===== config.mk =====
export PLATFORM = sky130hd
export DESIGN_NAME = button_debounce_auto_repeat
export DESIGN_NICKNAME = d
export VERILOG_FILES = /design/src/design/bdar_pkg.sv /design/src/design/bdar_cfg.sv /design/src/design/bdar_button.sv /design/src/design/button_debounce_auto_repeat.sv
export SDC_FILE = /design/constraint.sdc
export NUM_CORES = 1
export LEC_CHECK = 0
export BUFFER_PORTS_ARGS = -buffer_cell sky130_fd_sc_hd__buf_2
export CAP_MARGIN = 20
export CORE_UTILIZATION = 58
export DETAILED_ROUTE_END_ITERATION = 16
export GPL_TIMING_DRIVEN = 1
export PLACE_DENSITY = 0.87
export SETUP_SLACK_MARGIN = 0.3
export SLEW_MARGIN = 20
export SYNTH_ARGS = -nofsm -noshare
export SYNTH_HDL_FRONTEND = slang
export SYNTH_SLANG_ARGS = --single-unit

===== constraint.sdc =====
create_clock -name clk -period 6.6 [get_ports clk]
set_input_delay 0.33 -clock clk [delete_from_list [all_inputs] [get_ports clk]]
set_output_delay 0.33 -clock clk [all_outputs]
set_load 0.01 [all_outputs]

===== src/design/bdar_pkg.sv =====
// Shared types and constants for the button debounce and auto-repeat block.
// Depends on nothing; every other design file imports this package.
package bdar_pkg;

	// Width of the internal time arithmetic. Timestamps wrap at this width.
	localparam int TIME_BITS = 32;
	localparam int NOW_BITS = 32;
	localparam int MS_BITS = 16;
	localparam int NUM_BUTTONS = 3;

	// Stream payload widths, padded to whole bytes.
	localparam int IN_BITS = 3 + NOW_BITS;
	localparam int IN_TDATA_BITS = ((IN_BITS + 7) / 8) * 8;
	localparam int OUT_BITS = 2 * NUM_BUTTONS;
	localparam int OUT_TDATA_BITS = ((OUT_BITS + 7) / 8) * 8;

	// Configuration register map (word index, byte address = 4 * index).
	localparam int ADDR_BITS = 4;
	localparam logic [1:0] REG_DEBOUNCE = 2'd0;
	localparam logic [1:0] REG_REPEAT_DELAY = 2'd1;
	localparam logic [1:0] REG_REPEAT_PERIOD = 2'd2;
	localparam logic [1:0] REG_REPEAT_ENABLE = 2'd3;

	localparam logic [MS_BITS-1:0] DEBOUNCE_RESET = MS_BITS'(50);
	localparam logic [MS_BITS-1:0] REPEAT_DELAY_RESET = MS_BITS'(500);
	localparam logic [MS_BITS-1:0] REPEAT_PERIOD_RESET = MS_BITS'(100);

	typedef logic [TIME_BITS-1:0] time_val_t;

	typedef struct packed {
		logic [MS_BITS-1:0] debounce_ms;
		logic [MS_BITS-1:0] repeat_delay_ms;
		logic [MS_BITS-1:0] repeat_period_ms;
		logic               repeat_enable;
	} cfg_t;

	typedef struct packed {
		logic held;
		logic evt;
	} button_res_t;

	// Bring a millisecond timestamp to the internal time width.
	function automatic time_val_t to_time(input logic [NOW_BITS-1:0] now);
		return TIME_BITS'(now);
	endfunction

endpackage


===== src/design/bdar_cfg.sv =====
// APB-style configuration registers for the button debounce block.
// Depends on bdar_pkg for the register map and the cfg_t struct.
module bdar_cfg (
	input  logic                          clk,
	input  logic                          arst_n,
	input  logic                          psel,
	input  logic                          penable,
	input  logic                          pwrite,
	input  logic [bdar_pkg::ADDR_BITS-1:0] paddr,
	input  logic [31:0]                   pwdata,
	output logic [31:0]                   prdata,
	output logic                          pready,
	output bdar_pkg::cfg_t                cfg
);
	import bdar_pkg::*;

	cfg_t cfg_q;
	logic wr_en;
	logic [1:0] reg_idx;

	assign pready = 1'b1;
	assign wr_en = psel & penable & pwrite;
	assign reg_idx = paddr[3:2];

	always_ff @(posedge clk or negedge arst_n) begin
		if (!arst_n) begin
			cfg_q.debounce_ms <= DEBOUNCE_RESET;
			cfg_q.repeat_delay_ms <= REPEAT_DELAY_RESET;
			cfg_q.repeat_period_ms <= REPEAT_PERIOD_RESET;
			cfg_q.repeat_enable <= 1'b0;
		end else if (wr_en) begin
			unique case (reg_idx)
				REG_DEBOUNCE: cfg_q.debounce_ms <= pwdata[MS_BITS-1:0];
				REG_REPEAT_DELAY: cfg_q.repeat_delay_ms <= pwdata[MS_BITS-1:0];
				REG_REPEAT_PERIOD: cfg_q.repeat_period_ms <= pwdata[MS_BITS-1:0];
				REG_REPEAT_ENABLE: cfg_q.repeat_enable <= pwdata[0];
				default: ;
			endcase
		end
	end

	always_comb begin
		prdata = '0;
		unique case (reg_idx)
			REG_DEBOUNCE: prdata = 32'(cfg_q.debounce_ms);
			REG_REPEAT_DELAY: prdata = 32'(cfg_q.repeat_delay_ms);
			REG_REPEAT_PERIOD: prdata = 32'(cfg_q.repeat_period_ms);
			REG_REPEAT_ENABLE: prdata = 32'(cfg_q.repeat_enable);
			default: prdata = '0;
		endcase
	end

	assign cfg = cfg_q;

endmodule


===== src/design/bdar_button.sv =====
// Debounce and auto-repeat logic with the state of one button.
// Depends on bdar_pkg for the time type, cfg_t and button_res_t.
module bdar_button (
	input  logic                   clk,
	input  logic                   arst_n,
	input  logic                   upd,
	input  logic                   raw,
	input  bdar_pkg::time_val_t    now,
	input  bdar_pkg::cfg_t         cfg,
	output bdar_pkg::button_res_t  res
);
	import bdar_pkg::*;

	logic      last_raw_q;
	time_val_t last_change_q;
	logic      debounced_q;
	time_val_t press_start_q;
	time_val_t last_repeat_q;
	logic      repeating_q;

	logic      changed;
	time_val_t change_time;
	logic      stable;
	logic      rise;
	logic      fall;
	logic      hold_rep;
	logic      first_due;
	logic      next_due;
	logic      evt;

	always_comb begin
		changed = raw != last_raw_q;
		change_time = changed ? now : last_change_q;
		// A level counts as settled once it has been unchanged longer than the debounce time.
		stable = TIME_BITS'(now - change_time) > TIME_BITS'(cfg.debounce_ms);
		rise = stable & raw & ~debounced_q;
		fall = stable & ~raw & debounced_q;
		hold_rep = stable & raw & debounced_q & cfg.repeat_enable;
		first_due = TIME_BITS'(now - press_start_q) > TIME_BITS'(cfg.repeat_delay_ms);
		next_due = TIME_BITS'(now - last_repeat_q) > TIME_BITS'(cfg.repeat_period_ms);
		evt = rise | (hold_rep & (repeating_q ? next_due : first_due));
		res.held = stable ? raw : debounced_q;
		res.evt = evt;
	end

	always_ff @(posedge clk or negedge arst_n) begin
		if (!arst_n) begin
			last_raw_q <= 1'b0;
			last_change_q <= '0;
			debounced_q <= 1'b0;
			press_start_q <= '0;
			last_repeat_q <= '0;
			repeating_q <= 1'b0;
		end else if (upd) begin
			last_raw_q <= raw;
			last_change_q <= change_time;
			if (stable) begin
				debounced_q <= raw;
			end
			if (rise) begin
				press_start_q <= now;
				last_repeat_q <= now;
				repeating_q <= 1'b0;
			end else if (fall) begin
				repeating_q <= 1'b0;
			end else if (hold_rep && evt) begin
				repeating_q <= 1'b1;
				last_repeat_q <= now;
			end
		end
	end

endmodule


===== src/design/button_debounce_auto_repeat.sv =====
// Top level of the three-button debounce and auto-repeat block.
// Depends on bdar_pkg, bdar_cfg and bdar_button.

// Each input transfer is one poll of the up, down and enter buttons (pressed
// bits, already active high) with a free-running millisecond timestamp; each
// poll gives exactly one output transfer with the debounced state of every
// button and a one-poll event bit that marks a fresh press or an auto-repeat.
// A raw level is taken as the debounced state once it has stayed unchanged for
// more than debounce_ms; while a button is held and repeat_enable is set,
// further events follow after more than repeat_delay_ms and then each time
// more than repeat_period_ms has passed. All time differences wrap at the
// timestamp width, so the timestamp may roll over freely. The block takes one
// poll per clock cycle while the output does not stall: a poll waits in an
// input register, is evaluated combinationally against the per-button state
// (short subtract-and-compare logic only), and its result lands in an output
// register, from which it leaves on its output transfer. While a result waits,
// the input register still takes one more poll; after that the input side
// stalls until the output register is freed, and it keeps accepting in a cycle
// in which the waiting result leaves.
// Write the configuration registers only while no poll is in flight.
module button_debounce_auto_repeat (
	input  logic                                 clk,
	input  logic                                 arst_n,
	// Poll input.
	input  logic                                 s_tvalid,
	output logic                                 s_tready,
	// From bit 0: raw_up, raw_down, raw_enter, now_ms[31:0], zero padding.
	input  logic [bdar_pkg::IN_TDATA_BITS-1:0]   s_tdata,
	// Result output.
	output logic                                 m_tvalid,
	input  logic                                 m_tready,
	// From bit 0: held_up, held_down, held_enter, event_up, event_down,
	// event_enter, zero padding.
	output logic [bdar_pkg::OUT_TDATA_BITS-1:0]  m_tdata,
	// Configuration port.
	input  logic                                 psel,
	input  logic                                 penable,
	input  logic                                 pwrite,
	input  logic [bdar_pkg::ADDR_BITS-1:0]       paddr,
	input  logic [31:0]                          pwdata,
	output logic [31:0]                          prdata,
	output logic                                 pready
);
	import bdar_pkg::*;

	cfg_t cfg;

	// Input register.
	logic                     in_valid_s1;
	logic [NUM_BUTTONS-1:0]   raw_s1;
	logic [NOW_BITS-1:0]      now_s1;

	// Output register.
	logic                     out_valid_s2;
	logic [NUM_BUTTONS-1:0]   held_s2;
	logic [NUM_BUTTONS-1:0]   evt_s2;

	logic                     out_free;
	logic                     advance;
	logic                     in_take;
	time_val_t                now_t;
	button_res_t              res [NUM_BUTTONS];

	// The output register can take a new result when it is empty or its
	// current result leaves in this cycle.
	assign out_free = ~out_valid_s2 | m_tready;
	assign advance = in_valid_s1 & out_free;
	assign s_tready = ~in_valid_s1 | out_free;
	assign in_take = s_tvalid & s_tready;
	assign now_t = to_time(now_s1);

	bdar_cfg u_cfg (
		.clk     (clk),
		.arst_n  (arst_n),
		.psel    (psel),
		.penable (penable),
		.pwrite  (pwrite),
		.paddr   (paddr),
		.pwdata  (pwdata),
		.prdata  (prdata),
		.pready  (pready),
		.cfg     (cfg)
	);

	// One state slice per button; state moves only when the poll in the input
	// register is evaluated.
	for (genvar b = 0; b < NUM_BUTTONS; b++) begin : g_btn
		bdar_button u_btn (
			.clk    (clk),
			.arst_n (arst_n),
			.upd    (advance),
			.raw    (raw_s1[b]),
			.now    (now_t),
			.cfg    (cfg),
			.res    (res[b])
		);
	end

	always_ff @(posedge clk or negedge arst_n) begin
		if (!arst_n) begin
			in_valid_s1 <= 1'b0;
		end else if (s_tready) begin
			in_valid_s1 <= s_tvalid;
		end
	end

	always_ff @(posedge clk) begin
		if (in_take) begin
			raw_s1 <= s_tdata[NUM_BUTTONS-1:0];
			now_s1 <= s_tdata[NUM_BUTTONS +: NOW_BITS];
		end
	end

	always_ff @(posedge clk or negedge arst_n) begin
		if (!arst_n) begin
			out_valid_s2 <= 1'b0;
		end else if (out_free) begin
			out_valid_s2 <= in_valid_s1;
		end
	end

	always_ff @(posedge clk) begin
		if (advance) begin
			for (int i = 0; i < NUM_BUTTONS; i++) begin
				held_s2[i] <= res[i].held;
				evt_s2[i] <= res[i].evt;
			end
		end
	end

	assign m_tvalid = out_valid_s2;
	assign m_tdata = OUT_TDATA_BITS'({evt_s2, held_s2});

endmodule


======== After elaboration in Yosys (flattened, before gate mapping) ========
Index checks and enable logic that the tools add are counted.
word-level totals
  register bits ........................... 389
  output and inout bits ................... 43
  logic and storage cells ................. 144
operators by class
  add/sub/neg operators ................... 9
  $lt $le $gt $ge ......................... 9
  eq/ne operators ......................... 9
  multiplexer cells ....................... 28
  bitwise operators ....................... 38
  reductions and logical operators ........ 23
operators with widths
  kind                                                 count
  2-to-1 mux 32 bit                                    12
  > comparator 32 x 16 -> 1 bit                        9
  subtractor 32 bit                                    9
  one-hot mux 32 bit (4 select lines)                  1
  bitwise AND 1 bit                                    25
  AND reduction 2 bit                                  10
  2-to-1 mux 1 bit                                     15
  AND reduction 3 bit                                  3
  nonzero test 3 bit                                   3
  inverter 1 bit                                       8
  != test 2 x 1 -> 1 bit, second input constant        3
  nonzero test 2 bit                                   3
  bitwise OR 1 bit                                     5
  equality test 2 bit, second input constant           2
  logical AND 1 bit                                    3
  != test 1 bit                                        3
  equality test 2 x 1 -> 1 bit, second input constant  1
  logical NOT 2 bit                                    1

======== Depth between registers and ports, before layout ========
  depth after elaboration ................. 13
  gate-level depth with buffers ........... 34

======== Hierarchy ========
Synthesis repeated with hierarchy kept, for this count alone.
unflattened totals
  cells, all modules ...................... 4,546
  area, all modules ....................... 39,003.7 um^2
modules (own cells, without submodules)
  module                         instances  cells an instance  area an instance (um^2)
  bdar_button at g_btn[2].u_btn  1          1,479              11,960.2
  bdar_button at g_btn[0].u_btn  1          1,406              11,659.9
  bdar_button at g_btn[1].u_btn  1          1,430              11,632.4
  bdar_cfg                       1          179                2,397.3
  button_debounce_auto_repeat    1          52                 1,353.8

======== Least setup slack after synthesis ========
OpenSTA, ideal clock, no wires.
  kind .................................... reg-to-reg
  from .................................... register raw_s1[2]
  to ...................................... register g_btn[2].u_btn.last_repeat_q[12]
  setup time .............................. 125 ps
  arrival ................................. 7,180 ps
  slack ................................... -706 ps
  stages on the path, launching flop included .. 34
  cells stage by stage .................... edfxtp_1 > xnor2_1 > clkbuf_1 > clkbuf_1 > buf_1 > o21ai_0 > ha_1 > inv_1 > ha_1 > o21ba_2 > o22ai_1 > and2_1 > nor2_1 > nor2_1 > nor2_1 > a221o_1 > maj3_1 > xor2_1 > a21oi_1 > ha_1 > nand4_1 > nor2_1 > a41oi_1 > a311o_1 > or4_1 > a211o_1 > nor4b_2 > o311ai_1 > nor4_2 > a31oi_1 > o211a_1 > buf_2 > buf_6 > mux2_4
on the way
  cells in the longest elaborated chain, start to end .. 12
ends and longest elaborated chain
  what                               line                                  source
  start, declared                    button_debounce_auto_repeat.sv:50     logic [NUM_BUTTONS-1:0] raw_s1;
  start signal, assigned             button_debounce_auto_repeat.sv:109    raw_s1 <= s_tdata[NUM_BUTTONS-1:0];
  != test 1 bit *                    bdar_button.sv:32                     changed = raw != last_raw_q;
  2-to-1 mux 32 bit *                bdar_button.sv:33                     change_time = changed ? now : last_change_q;
  net g_btn[2].u_btn.change_time[0]  bdar_button.sv:22                     time_val_t change_time;
  subtractor 32 bit *                bdar_button.sv:35                     stable = TIME_BITS'(now - change_time) > TIME_BITS'(cfg.debounce_ms);
  > comparator 32 x 16 -> 1 bit *    bdar_button.sv:35
  bitwise AND 1 bit                  bdar_button.sv:36, bdar_button.sv:38
  bitwise AND 1 bit (2 in series)    bdar_button.sv:38                     hold_rep = stable & raw & debounced_q & cfg.repeat_enable;
  bitwise AND 1 bit                  bdar_button.sv:41                     evt = rise | (hold_rep & (repeating_q ? next_due : first_due));
  bitwise OR 1 bit                   bdar_button.sv:41
  logical AND 1 bit                  bdar_button.sv:66                     end else if (hold_rep && evt) begin
  nonzero test 2 bit (no line)       n/a
  AND reduction 3 bit (no line)      n/a
  end signal, assigned               bdar_button.sv:62                     last_repeat_q <= now;
  end signal, assigned               bdar_button.sv:68                     last_repeat_q <= now;
  end, declared                      bdar_button.sv:18                     time_val_t last_repeat_q;
The timed path passes the listed nets; every way through them passes the cells marked *.
A chain may end at the register's enable or synchronous reset.

======== Final worst setup path ========
  from .................................... register now_s1[0]
  to ...................................... register g_btn[2].u_btn.press_start_q[21]
on the way
  cells in the longest elaborated chain, start to end .. 6
ends and longest elaborated chain
  what                               line                                source
  start, declared                    button_debounce_auto_repeat.sv:51   logic [NOW_BITS-1:0] now_s1;
  start signal, assigned             button_debounce_auto_repeat.sv:110  now_s1 <= s_tdata[NUM_BUTTONS +: NOW_BITS];
  2-to-1 mux 32 bit                  bdar_button.sv:33
  subtractor 32 bit *                bdar_button.sv:35
  > comparator 32 x 16 -> 1 bit *    bdar_button.sv:35
  bitwise AND 1 bit * (2 in series)  bdar_button.sv:36                   rise = stable & raw & ~debounced_q;
  AND reduction 2 bit (no line) *    n/a
  end signal, assigned               bdar_button.sv:61                   press_start_q <= now;
  end, declared                      bdar_button.sv:17                   time_val_t press_start_q;
Mark *: on every way between the ends. The rest lies on a longest branch, timed or not.

==> flow_metrics.tcl <==
set metrics [dict create \
    outcome "finished, final reports clean" \
    final-hold-violation-count 0 \
    portBuffers 83 \
    die_x_um 253.2 \
    first_pass_iters 6 \
    synth_ff_type "dfrtp_1" \
    total_power_w 0.01812 \
    skew_ns 0.05084 \
    relSlewSlack_pct 28.87 \
    sw_frac_of_total_pct 46.64 \
    multi_input_comb_area_mm2 0.02488 \
    seq_area_mm2 0.009956 \
    dp_slack_ns 0.2081 \
    clock-sinks 389 \
    drtIter0Drc 3312 \
    grt_pass1_vias 33108 \
    cap_violations 0 \
    slowest_stage "or4_1" \
    drc 0 \
    vias 34657 \
    grt_remaining_overflow 0 \
    highest_layer "met5" \
    placed_cells 5126 \
    ys_seq_elements 389 \
    p_leak_nw 18.59 \
    yosysSeqAreaShare_pct 27.20 \
    vias_per_cell 6.529 \
    switchingPower_w 0.008450 \
    finalCritPeriodShare_pct 97.47 \
    combPwrFrac_pct 63.7 \
    cts_tree "done" \
    synth_edf_count 41 \
    ir_worst_vdd_uv 325.2 \
    rsz0062_at_grt "true" \
    dieArea_mm2 0.06410 \
    area_growth_pct 12.63 \
    routed_wl_mm 118.8 \
    h-tree-depth 2 \
    path_max_fanout 8 \
    worst_pin_slew_ns 1.067 \
    period_needed_ns 6.433 \
    fillers 4856 \
    dpl.hpwl_mm 86.68 \
    pwr-share-seq_pct 20.8 \
    die_h_um 253.2 \
    arrival_ns 6.93 \
    ant_nets 0 \
    clkPwrFrac_pct 15.5 \
    root_buffer "clkbuf_16" \
    power.internal_w 0.009668 \
    n_antenna_cell 0 \
    rr_startpoint "now_s1[0]$_DFFE_PP_" \
    num_rows 91 \
    io_pins 126 \
    most-common-layout-cells "391 x ha_1, 383 x nand2_1, 350 x a21oi_1" \
    grt_max_degree 163 \
    worst_slack_ns 0.1672 \
    crit_top_cell "nor2_2" \
    crit_required_ns 7.09 \
    path_clk_slew_ns 0.06 \
    startpoint "now_s1[0]$_DFFE_PP_" \
    place.gp.congestion 0.9818 \
    crit_type "reg -> reg" \
    yosys_warnings 0 \
    drive_gt1_share_pct 14.25 \
    async_flop_share_pct 89.46 \
    clk_latency_ns 0.63 \
    wl_met3_mm 10.82 \
    initial_core_util_pct 58.97 \
    timing.fmax_ghz 0.1555 \
    synth.distinct_cells 100 \
    netlist_instances 4274 \
    min_from "m_tready" \
    grtUsageTotal_pct 35.49 \
    final_max_slew_viol_count 0 \
    final_cells 5308 \
    core_mm2 0.06205 \
    setup_viol 0 \
    r2r_cells 30 \
    wl_per_cell_um 22.38 \
    antenna_found_initial 4 \
    met2_length_mm 53.91 \
    hp-class "in -> reg" \
    cts_inserted_buffers 47 \
    met1_length_mm 45.88 \
    startpoint_type "register" \
    crit_path_end_kind "register" \
    final_common_cell "ha_1" \
    whs_path_depth 3 \
    syn-mean-instance-area_um2 8.562 \
    slowest_delay_ns 0.50 \
    grt_pass1_wl_mm 177.7 \
    final_nets 4915 \
    clk_path_buf_depth 3 \
    syn_area_mm2 0.03659 \
    power.density_mw_per_mm2 439.6 \
]
-- timing repair --
action | 4_1_cts | 5_1_grt
pin swaps | 0 | 8
endpoints found under the setup margin | 47 | 202
hold buffers | 52 | 0
gates cloned | 0 | 7
setup buffers | 2 | 34
gates resized for setup | 1 | 66
hold endpoints to repair | 145 | 0
-- synth_stat cells, types with 12 or more instances --
| master | number | area (µm²) |
|---|---|---|
| a21o_1 | 91 | 683.2 |
| xnor2_1 | 148 | 1296 |
| and3_1 | 29 | 181.4 |
| nand2_1 | 383 | 1438 |
| o221ai_1 | 17 | 148.9 |
| o31ai_1 | 29 | 217.7 |
| clkbuf_1 | 143 | 536.8 |
| a2111oi_0 | 13 | 113.9 |
| o211ai_1 | 40 | 300.3 |
| o2111ai_1 | 14 | 122.6 |
| nand3_1 | 96 | 480.5 |
| a31oi_1 | 46 | 287.8 |
| a41oi_1 | 13 | 113.9 |
| and4_1 | 13 | 113.9 |
| o21ai_0 | 299 | 1496 |
| a311oi_1 | 13 | 113.9 |
| and2_1 | 21 | 131.4 |
| dfstp_2 | 12 | 315.3 |
| a211oi_1 | 38 | 285.3 |
| ha_1 | 393 | 4917 |
| dfrtp_1 | 336 | 8408 |
| nor2b_1 | 37 | 231.5 |
| buf_2 | 22 | 110.1 |
| o22ai_1 | 18 | 112.6 |
| mux2i_1 | 140 | 1401 |
| nor4_1 | 16 | 100.1 |
| xor2_1 | 84 | 735.7 |
| nand4_1 | 88 | 550.5 |
| a21oi_1 | 351 | 1757 |
| nor2_1 | 224 | 840.8 |
| buf_4 | 30 | 225.2 |
| mux2_1 | 13 | 146.4 |
| o21bai_1 | 32 | 240.2 |
| inv_1 | 330 | 1239 |
| or3_1 | 24 | 150.1 |
| mux2_2 | 190 | 2140 |
| edfxtp_1 | 41 | 1231 |
| maj3_1 | 24 | 240.2 |
| nand2b_1 | 52 | 325.3 |
| o21a_1 | 53 | 397.9 |
| a221oi_1 | 14 | 122.6 |
| a21boi_0 | 12 | 90.09 |
| nor3_1 | 66 | 330.3 |
| mux2_4 | 20 | 300.3 |
| or4_1 | 12 | 90.09 |
-- kinds of logic after synthesis --
group	share of synthesized area (%)
adders and majority gates	14.42
muxes	10.96
other	0.02052
DFF	27.20
buffers and inverters	6.048
and+or+nand+nor	14.61
AOI/OAI and AO/OA	21.14
xor gates and xnor gates	5.597
-- flip-flops by register name (all words and copies together), names as in the netlist --
register / count
g_btn.u_btn.last_repeat_q: 96
u_cfg.cfg: 49
now_s1: 32
held_s2: 3
g_btn.u_btn.last_change_q: 96
m_tvalid: 1
evt_s2: 3
g_btn.u_btn.repeating_q: 3
raw_s1: 3
g_btn.u_btn.last_raw_q: 3
in_valid_s1: 1
g_btn.u_btn.press_start_q: 96
g_btn.u_btn.debounced_q: 3
-- critical path: cells and delay by family, from the launching register on --
family / cells / cell delay (ns)
AND/OR/NAND/NOR: 10 / 1.90
AO/OA/AOI/OAI: 9 / 1.62
adder cells (fa/ha/maj): 4 / 0.95
buffers and inverters: 5 / 0.90
flip-flops: 1 / 0.39
multiplexers: 1 / 0.36
XOR/XNOR: 1 / 0.16
-- final cells by class --
type	count	area share, %
Inverter	330	3.014
Tap cell	837	2.541
Clock buffer	62	3.190
Multi-Input combinational cell	3360	60.35
Clock inverter	25	0.7862
Timing Repair Buffer	305	5.959
Sequential cell	389	24.15
-- metrics by stage --
stage / hold WS (ns) / utilization (%) / setup TNS, ns / area [µm²]
CTS: 0.005414 / 65.27 / 0 / 40500
floorplan: 0.03441 / - / 0 / 36730
global placement: 0.3119 / 61.75 / 0 / 38320
detailed placement: 0.3222 / 61.75 / 0 / 38320
global route: 0.01986 / 66.42 / -0.005197 / 41220
finish: 0.02937 / 66.42 / 0 / 41220
-- power by group through the flow --
stage	Combinational [W]	Sequential, W	Clock (W)
floorplan	0.00824	0.00357	0
global placement	0.0106	0.00371	0
detailed placement	0.0109	0.00377	0
CTS	0.0110	0.00373	0.00283
global route	0.0126	0.00385	0.00293
finish	0.0115	0.00376	0.00280
-- path summary, 6_finish.rpt --
check	endpoint	slack, ns
setup / recovery	g_btn[2].u_btn.press_start_q[21]$_DFFE_PN0P_	0.17
hold / removal	m_tvalid$_DFFE_PN0P_	0.03
setup reg to reg	g_btn[2].u_btn.press_start_q[21]$_DFFE_PN0P_	0.17
hold reg to reg	g_btn[1].u_btn.press_start_q[3]$_DFFE_PN0P_	0.48
max in group asynchronous	g_btn[2].u_btn.press_start_q[3]$_DFFE_PN0P_	4.98
min in group asynchronous	g_btn[1].u_btn.last_repeat_q[25]$_DFFE_PN0P_	0.28
-- metal layers --
metal	vias up	track usage (%)
met5	-	1.004
met2	1779	58.50
met3	456	5.993
met4	2	20.99
li1	15874	-
met1	16546	43.51
No activity file was read; power rests on OpenSTA's default activity.
